==> src/kbt_pkg.sv <==
package kbt_pkg;

    // table geometry
    localparam int ENTRIES = 16;
    localparam int TASKS   = 16;
    localparam int IW      = (ENTRIES > 1) ? $clog2(ENTRIES) : 1;

    typedef logic [IW-1:0] t_idx;

    // request codes
    localparam logic [1:0] OP_OPEN    = 2'd0;
    localparam logic [1:0] OP_WAIT    = 2'd1;
    localparam logic [1:0] OP_DESTROY = 2'd2;
    localparam logic [1:0] OP_NONE    = 2'd3;

    // result status codes
    localparam logic [1:0] ST_OK      = 2'd0;
    localparam logic [1:0] ST_FULL    = 2'd1;
    localparam logic [1:0] ST_BAD_IDX = 2'd2;

    localparam logic [31:0] KEY_NONE  = 32'hFFFF_FFFF;
    localparam logic [7:0]  COUNT_MAX = 8'hFF;

    typedef struct packed {
        logic [31:0] key;
        logic [7:0]  goal;
        logic [7:0]  arrivals;
        logic [7:0]  users;
        logic [15:0] waiters;
    } t_entry;

    typedef struct packed {
        logic   en;
        t_idx   addr;
        t_entry data;
    } t_wr;

    typedef struct packed {
        logic [1:0]  status;
        logic [3:0]  handle;
        logic        blocked;
        logic [15:0] release_mask;
    } t_result;

endpackage

==> src/keyed_barrier_table_top.sv <==
// channel | direction | handshake                  | payload
// request | in        | i_in_valid / o_in_stall    | opcode, key, goal, index, task
// result  | out       | o_out_valid / i_out_stall  | status, handle, blocked, mask
//
// open: one table entry per cycle is compared by the sequential key scan over 16
//   entries through one read port; the scan stops at the first key hit
// wait and destroy: read and update in the exec state, then result; no-op code and bad index: result only
// one request in flight; a new request is taken while the last result still waits
// reset is synchronous and active low; it frees every entry at once
// a stalled result holds; a finished request waits for the result register to empty or drain
module keyed_barrier_table_top (
    input  logic               i_clk,
    input  logic               i_rst_n,

    input  logic               i_in_valid,
    output logic               o_in_stall,
    input  logic [1:0]         i_opcode,
    input  logic signed [31:0] i_barrier_key,
    input  logic [7:0]         i_arrival_goal,
    input  logic [3:0]         i_entry_index,
    input  logic [3:0]         i_task_id,

    output logic               o_out_valid,
    input  logic               i_out_stall,
    output logic [1:0]         o_status,
    output logic [3:0]         o_handle,
    output logic               o_caller_blocked,
    output logic [15:0]        o_release_mask
);

    logic             busy;
    logic             in_xfer;
    kbt_pkg::t_idx    rd_addr;
    kbt_pkg::t_entry  rd_data;
    kbt_pkg::t_wr     wr;
    logic             res_free;
    logic             res_load;
    kbt_pkg::t_result res;

    logic             r_out_valid;
    kbt_pkg::t_result r_out;

    // input side is free whenever the sequencer is idle
    assign o_in_stall = busy;
    assign in_xfer    = i_in_valid && !busy;

    // result register can take a new value when empty or being drained
    assign res_free = !r_out_valid || !i_out_stall;

    kbt_store u_store (
        .i_clk     (i_clk),
        .i_rst_n   (i_rst_n),
        .i_rd_addr (rd_addr),
        .o_rd_data (rd_data),
        .i_wr      (wr)
    );

    kbt_ctrl u_ctrl (
        .i_clk      (i_clk),
        .i_rst_n    (i_rst_n),
        .i_start    (in_xfer),
        .i_opcode   (i_opcode),
        .i_key      ($unsigned(i_barrier_key)),
        .i_goal     (i_arrival_goal),
        .i_index    (i_entry_index),
        .i_task     (i_task_id),
        .o_busy     (busy),
        .o_rd_addr  (rd_addr),
        .i_rd_data  (rd_data),
        .o_wr       (wr),
        .i_res_free (res_free),
        .o_res_load (res_load),
        .o_res      (res)
    );

    // output register, parts the result channel from the sequencer
    always_ff @(posedge i_clk) begin
        if (!i_rst_n) begin
            r_out_valid <= 1'b0;
        end else if (res_load) begin
            r_out_valid <= 1'b1;
        end else if (!i_out_stall) begin
            r_out_valid <= 1'b0;
        end
    end

    always_ff @(posedge i_clk) begin
        if (res_load) begin
            r_out <= res;
        end
    end

    assign o_out_valid      = r_out_valid;
    assign o_status         = r_out.status;
    assign o_handle         = r_out.handle;
    assign o_caller_blocked = r_out.blocked;
    assign o_release_mask   = r_out.release_mask;

endmodule

==> src/kbt_store.sv <==
module kbt_store (
    input  logic            i_clk,
    input  logic            i_rst_n,
    input  kbt_pkg::t_idx   i_rd_addr,
    output kbt_pkg::t_entry o_rd_data,
    input  kbt_pkg::t_wr    i_wr
);

    logic [31:0] r_key      [kbt_pkg::ENTRIES];
    logic [7:0]  r_goal     [kbt_pkg::ENTRIES];
    logic [7:0]  r_arrivals [kbt_pkg::ENTRIES];
    logic [7:0]  r_users    [kbt_pkg::ENTRIES];
    logic [15:0] r_waiters  [kbt_pkg::ENTRIES];

    // user count is the live flag, so it alone is cleared at reset
    always_ff @(posedge i_clk) begin
        if (!i_rst_n) begin
            for (int i = 0; i < kbt_pkg::ENTRIES; i++) begin
                r_users[i] <= '0;
            end
        end else if (i_wr.en) begin
            r_users[i_wr.addr] <= i_wr.data.users;
        end
    end

    always_ff @(posedge i_clk) begin
        if (i_wr.en) begin
            r_key[i_wr.addr]      <= i_wr.data.key;
            r_goal[i_wr.addr]     <= i_wr.data.goal;
            r_arrivals[i_wr.addr] <= i_wr.data.arrivals;
            r_waiters[i_wr.addr]  <= i_wr.data.waiters;
        end
    end

    assign o_rd_data.key      = r_key[i_rd_addr];
    assign o_rd_data.goal     = r_goal[i_rd_addr];
    assign o_rd_data.arrivals = r_arrivals[i_rd_addr];
    assign o_rd_data.users    = r_users[i_rd_addr];
    assign o_rd_data.waiters  = r_waiters[i_rd_addr];

endmodule

==> src/kbt_ctrl.sv <==
module kbt_ctrl (
    input  logic             i_clk,
    input  logic             i_rst_n,
    input  logic             i_start,
    input  logic [1:0]       i_opcode,
    input  logic [31:0]      i_key,
    input  logic [7:0]       i_goal,
    input  logic [3:0]       i_index,
    input  logic [3:0]       i_task,
    output logic             o_busy,
    output kbt_pkg::t_idx    o_rd_addr,
    input  kbt_pkg::t_entry  i_rd_data,
    output kbt_pkg::t_wr     o_wr,
    input  logic             i_res_free,
    output logic             o_res_load,
    output kbt_pkg::t_result o_res
);

    localparam logic [1:0] S_IDLE = 2'd0;
    localparam logic [1:0] S_SCAN = 2'd1;
    localparam logic [1:0] S_EXEC = 2'd2;
    localparam logic [1:0] S_FIN  = 2'd3;

    localparam kbt_pkg::t_idx LAST = kbt_pkg::t_idx'(kbt_pkg::ENTRIES - 1);

    logic [1:0]       r_state, n_state;
    logic [1:0]       r_op;
    logic [31:0]      r_key;
    logic [7:0]       r_goal;
    logic [3:0]       r_index;
    logic [3:0]       r_task;
    kbt_pkg::t_idx    r_cnt, n_cnt;
    logic             r_free_found, n_free_found;
    kbt_pkg::t_idx    r_free_idx, n_free_idx;
    kbt_pkg::t_result r_res, n_res;

    logic             cur_live;
    logic             key_hit;
    logic             cur_free;
    logic [7:0]       arr_inc;
    logic             idx_bad;
    logic             task_ok;
    kbt_pkg::t_idx    alloc_idx;

    always_ff @(posedge i_clk) begin
        if (!i_rst_n) begin
            r_state <= S_IDLE;
        end else begin
            r_state <= n_state;
        end
    end

    always_ff @(posedge i_clk) begin
        if (i_start) begin
            r_op    <= i_opcode;
            r_key   <= i_key;
            r_goal  <= i_goal;
            r_index <= i_index;
            r_task  <= i_task;
        end
        r_cnt        <= n_cnt;
        r_free_found <= n_free_found;
        r_free_idx   <= n_free_idx;
        r_res        <= n_res;
    end

    // shared compare and count unit, fed by the one read port
    assign cur_live  = (i_rd_data.users != '0);
    assign cur_free  = !cur_live;
    assign key_hit   = cur_live && (i_rd_data.key == r_key);
    assign arr_inc   = (i_rd_data.arrivals == kbt_pkg::COUNT_MAX) ?
                       kbt_pkg::COUNT_MAX : i_rd_data.arrivals + 8'd1;
    assign idx_bad   = ({28'd0, i_index} >= kbt_pkg::ENTRIES);
    assign task_ok   = ({28'd0, r_task} < kbt_pkg::TASKS);
    assign alloc_idx = r_free_found ? r_free_idx : r_cnt;

    assign o_rd_addr = (r_state == S_SCAN) ? r_cnt : kbt_pkg::t_idx'(r_index);
    assign o_busy    = (r_state != S_IDLE);
    assign o_res     = r_res;

    always_comb begin
        n_state      = r_state;
        n_cnt        = r_cnt;
        n_free_found = r_free_found;
        n_free_idx   = r_free_idx;
        n_res        = r_res;
        o_wr         = '0;
        o_wr.data    = i_rd_data;
        o_res_load   = 1'b0;

        unique case (r_state)
            S_IDLE: begin
                if (i_start) begin
                    n_res        = '0;
                    n_cnt        = '0;
                    n_free_found = 1'b0;
                    unique case (i_opcode)
                        kbt_pkg::OP_OPEN: n_state = S_SCAN;
                        kbt_pkg::OP_NONE: n_state = S_FIN;
                        default: begin
                            if (idx_bad) begin
                                n_res.status = kbt_pkg::ST_BAD_IDX;
                                n_state      = S_FIN;
                            end else begin
                                n_state = S_EXEC;
                            end
                        end
                    endcase
                end
            end

            S_SCAN: begin
                if (key_hit) begin
                    o_wr.en   = 1'b1;
                    o_wr.addr = r_cnt;
                    if (i_rd_data.users != kbt_pkg::COUNT_MAX) begin
                        o_wr.data.users = i_rd_data.users + 8'd1;
                    end
                    o_wr.data.goal = r_goal;
                    n_res.handle   = 4'(r_cnt);
                    n_state        = S_FIN;
                end else if (r_cnt == LAST) begin
                    if (r_free_found || cur_free) begin
                        o_wr.en   = 1'b1;
                        o_wr.addr = alloc_idx;
                        o_wr.data.key      = r_key;
                        o_wr.data.goal     = r_goal;
                        o_wr.data.arrivals = '0;
                        o_wr.data.users    = 8'd1;
                        o_wr.data.waiters  = '0;
                        n_res.handle       = 4'(alloc_idx);
                    end else begin
                        n_res.status = kbt_pkg::ST_FULL;
                    end
                    n_state = S_FIN;
                end else begin
                    if (cur_free && !r_free_found) begin
                        n_free_found = 1'b1;
                        n_free_idx   = r_cnt;
                    end
                    n_cnt = r_cnt + kbt_pkg::t_idx'(1);
                end
            end

            S_EXEC: begin
                o_wr.addr = kbt_pkg::t_idx'(r_index);
                if (cur_free) begin
                    n_res.status = kbt_pkg::ST_BAD_IDX;
                end else if (r_op == kbt_pkg::OP_WAIT) begin
                    o_wr.en = 1'b1;
                    if (arr_inc >= i_rd_data.goal) begin
                        o_wr.data.arrivals = '0;
                        o_wr.data.waiters  = '0;
                        n_res.release_mask = i_rd_data.waiters;
                    end else begin
                        o_wr.data.arrivals = arr_inc;
                        if (task_ok) begin
                            o_wr.data.waiters = i_rd_data.waiters | (16'd1 << r_task);
                        end
                        n_res.blocked = 1'b1;
                    end
                end else begin
                    o_wr.en = 1'b1;
                    o_wr.data.key      = kbt_pkg::KEY_NONE;
                    o_wr.data.users    = '0;
                    o_wr.data.arrivals = '0;
                    o_wr.data.waiters  = '0;
                    n_res.release_mask = i_rd_data.waiters;
                end
                n_state = S_FIN;
            end

            S_FIN: begin
                if (i_res_free) begin
                    o_res_load = 1'b1;
                    n_state    = S_IDLE;
                end
            end

            default: n_state = S_IDLE;
        endcase
    end

endmodule

==> config.mk <==
export PLATFORM = sky130hd
export DESIGN_NAME = keyed_barrier_table_top
export DESIGN_NICKNAME = d
export VERILOG_FILES = /design/src/kbt_pkg.sv /design/src/keyed_barrier_table_top.sv /design/src/kbt_store.sv /design/src/kbt_ctrl.sv
export SDC_FILE = /design/constraint.sdc
export NUM_CORES = 2
export LEC_CHECK = 0
export BUFFER_PORTS_ARGS = -buffer_cell sky130_fd_sc_hd__buf_2
export CELL_PAD_IN_SITES_DETAIL_PLACEMENT = 0
export CELL_PAD_IN_SITES_GLOBAL_PLACEMENT = 1
export CORE_MARGIN = 4
export CORE_UTILIZATION = 50
export CTS_CLUSTER_SIZE = 14
export DETAILED_ROUTE_END_ITERATION = 10
export GPL_TIMING_DRIVEN = 0
export PLACE_DENSITY_LB_ADDON = 0.1
export SYNTH_ARGS = -nofsm -noshare
export SYNTH_HDL_FRONTEND = slang
export SYNTH_SLANG_ARGS = --single-unit
export TNS_END_PERCENT = 50
==> constraint.sdc <==
create_clock -name i_clk -period 21.9 [get_ports i_clk]
set_input_delay 3.285 -clock i_clk [delete_from_list [all_inputs] [get_ports i_clk]]
set_output_delay 3.285 -clock i_clk [all_outputs]
set_load 0.02 [all_outputs]
==> results_dict.tcl <==
set metrics [dict create \
    die_y_um 331 \
    clk_pin_slew_ps 60 \
    hold_class "register to register" \
    slew_headroom_pct 8.34 \
    clock.fmax_ghz 0.0880 \
    cap_violations 0 \
    pwr-share-comb_pct 34.3 \
    power_density_nw_per_um2 146 \
    overflow 0 \
    synth_edf_count 1257 \
    io_buffer_count 78 \
    r2r_end "u_store.r_waiters[15][11]$_DFFE_PP_" \
    synth_cells 3165 \
    status "complete, no violations" \
    grt_pass1_vias 31200 \
    coreArea_um2 104000 \
    cp-startpoint "u_ctrl.r_state[1]$_SDFFE_PN0P_" \
    worstSetupPathType "register to register" \
    cts_tree "built" \
    rsz0062_at_grt "no" \
    crit_path_end "u_store.r_waiters[15][11]$_DFFE_PP_" \
    critPathArrivalTime_ps 11760 \
    final_nets 3528 \
    worstReg2RegStart "u_ctrl.r_state[1]$_SDFFE_PN0P_" \
    drv_slew 0 \
    reg2reg_slack_ps 10530 \
    grtUsageTotal_pct 28.4 \
    clockPowerShare_pct 25.5 \
    ys_seq_area_share_pct 72.4 \
    timing.final.hold_violations 0 \
    grt_max_degree 47 \
    io_pins 79 \
    cts_buffers 135 \
    synthesis.area_um2 52200 \
    cp_slowest_cell "clkbuf_1" \
    grt_pass1_wl_mm 221 \
    drt-initial-drc-count 3785 \
    post-route-min-period_ps 11370 \
    dp.final_hpwl_mm 103 \
    start_util_pct 50.4 \
    synth_top_cell_by_area "edfxtp_1" \
    synthFlopType "edfxtp_1" \
    hp-start "u_ctrl.o_res[4]$_SDFFCE_PN0P_" \
    clock-root-buffer "clkbuf_16" \
    power_frac_seq_pct 40.2 \
    synth_area_leaders "edfxtp_1, mux4_2, nand2_1, mux2i_1, nand3_1" \
    p_int_w 0.00567 \
    postCtsHoldBufs 0 \
    final_layout_size_suffix_gt1_share_pct 19.5 \
    via_per_inst 6.34 \
    remaining_drc_errors 0 \
    skew_ps 33.6 \
    worstSetupStartpointType "register" \
    cts_resized 0 \
    tightest_slew_ps 1360 \
    endpoint_kind "register" \
    clock_path_buffers 3 \
    slowest_delay_ps 970 \
    p_sw_w 0.00314 \
    syn_nets 3237 \
    ys_warn_count 0 \
    drt-wirelength-per-cell_um 31.4 \
    whs_ps 421 \
    clock_latency_ps 750 \
    htreeDepth 4 \
    avgSynthCellArea_um2 16.5 \
    ys_seq_elements 1260 \
    rr_worst_depth 30 \
    cellLeakagePower_nw 19.8 \
    swShare_pct 35.6 \
    postCtsSetupRepairBufs 0 \
    crit_required_ps 22300 \
    synth.distinct_cells 78 \
    setup_viol 0 \
    ant_nets 0 \
    crit_fanout 16 \
    routabilityCongestion 0.902 \
    area_growth_pct 15.4 \
    drt_first_pass_iters 6 \
    dieArea_um2 110000 \
    clkSinkCount 1260 \
    peakVddDrop_uv 74.1 \
    die_w_um 331 \
    netlist.area_leader.share_pct 72.3 \
    antenna_found_initial 3 \
    synthArstFlopShare_pct 0 \
    min_period_over_period_pct 51.9 \
    vias 31300 \
    rows 118 \
    wl_mm 155 \
    tns_ps 0 \
]
==> routing by layer <==
metal | up-vias | global-route usage (%) | routed length, um
met4 | 0 | 9.08 | 4680
met5 | - | 0 | 0
met2 | 1628 | 43.8 | 71600
li1 | 13100 | - | -
met3 | 274 | 5.12 | 13300
met1 | 16300 | 41.7 | 65300
==> placed cells by master (no fill, tap or decap), types with 24 or more instances in the layout <==
| cell type | count |
|---|---|
| edfxtp_1 | 1257 |
| nand2_1 | 432 |
| mux4_2 | 211 |
| clkbuf_16 | 140 |
| buf_2 | 128 |
| clkbuf_1 | 112 |
| nand3_1 | 100 |
| nor2_1 | 97 |
| mux2i_1 | 89 |
| a31oi_1 | 61 |
| nor3_1 | 58 |
| o21ai_1 | 51 |
| o21ai_0 | 51 |
| buf_12 | 47 |
| a21oi_1 | 41 |
| and3_1 | 40 |
| and2_1 | 34 |
| inv_1 | 32 |
| a32oi_1 | 32 |
| nand4_1 | 30 |
| buf_4 | 28 |
| buf_1 | 28 |
| nand2b_1 | 25 |
| clkinv_1 | 25 |
| nor2b_1 | 24 |
| nor3b_1 | 24 |
| nor4_1 | 24 |
==> cell usage after synthesis, drive strengths merged, types with 40 or more instances <==
master     n
a21oi     42
mux4     211
mux2i     91
clkbuf    84
and3      40
nor2     111
nand3    100
a31oi     63
buf      108
nor3      59
edfxtp  1257
nand2    432
o21ai    102
==> area by class of cell <==
cell class                 count  area (um^2)
fill                        7978        43400
sequential                  1260        37800
multi-input combinational   1679        13500
clock buffer                 168         3610
timing repair buffer         154         1780
tap                         1380         1730
buffer                       192          961
clock inverter                70          742
inverter                      34          128
antenna                        1         2.50
==> power by group through the flow <==
stage / logic (W) / registers, W / clock network [W]
final: 0.00302 / 0.00354 / 0.00225
after global routing: 0.00322 / 0.00355 / 0.00239
after CTS: 0.00296 / 0.00355 / 0.00228
after detailed placement: 0.00294 / 0.00360 / 0
after global placement: 0.00279 / 0.00361 / 0
after floorplan: 0.00183 / 0.00357 / 0
==> logic make-up (layout without fill, tap and decap cells) <==
kind of cell | count (synthesis) | after routing | share of synthesized area (%)
AND/OR/NAND/NOR | 952 | 952 | 8.70
adder cells (fa/ha/maj) | 18 | 18 | 0.431
flip-flops | 1260 | 1260 | 72.4
XOR/XNOR | 29 | 29 | 0.486
buffers and inverters | 226 | 618 | 2.08
other | 0 | 1 | 0
multiplexers | 311 | 311 | 11.1
AO/OA/AOI/OAI | 369 | 369 | 4.80
==> per-stage QoR <==
step	std cells	power (W)	area, um^2	worst slack [ps]	util (%)
floorplan	3165	0.00539	52200	13910	-
global placement	4623	0.00640	54300	6150	52.4
detailed placement	4697	0.00654	55900	10710	53.9
CTS	4935	0.00879	60200	10650	58.1
global route	4937	0.00916	60200	9830	58.1
finish	4938	0.00881	60300	10530	58.1
==> state kept, by name (all words and copies together) (netlist names), 2 cells and up <==
register / count
u_store.r_key: 512
u_store.r_waiters: 256
u_store.r_arrivals: 128
u_store.r_goal: 128
u_store.r_users: 128
u_ctrl.r_key: 32
u_ctrl.o_res: 23
o_release_mask: 16
u_ctrl.r_goal: 8
o_handle: 4
u_ctrl.r_cnt: 4
u_ctrl.r_free_idx: 4
u_ctrl.r_index: 4
u_ctrl.r_task: 4
o_status: 2
u_ctrl.r_op: 2
u_ctrl.r_state: 2
==> worst min-delay path by stage <==
stage / slack [ps] / cells after the start / to
after global routing: 420 / 0 / o_release_mask[6]$_DFFE_PP_
after global placement: 400 / 0 / o_release_mask[8]$_DFFE_PP_
after floorplan: 400 / 0 / o_caller_blocked$_DFFE_PP_
after detailed placement: 410 / 0 / o_release_mask[6]$_DFFE_PP_
final: 420 / 0 / o_release_mask[4]$_DFFE_PP_
after CTS: 420 / 0 / o_release_mask[4]$_DFFE_PP_
==> critical path: cells and delay by family (launching register included) <==
| family | cells | cell delay, ps |
|---|---|---|
| compound gates | 8 | 2230 |
| fa+ha+maj | 3 | 960 |
| buf+inv | 9 | 4410 |
| flops | 1 | 340 |
| mux | 1 | 540 |
| simple gates | 9 | 2490 |
No activity file was read; power rests on OpenSTA's default activity.
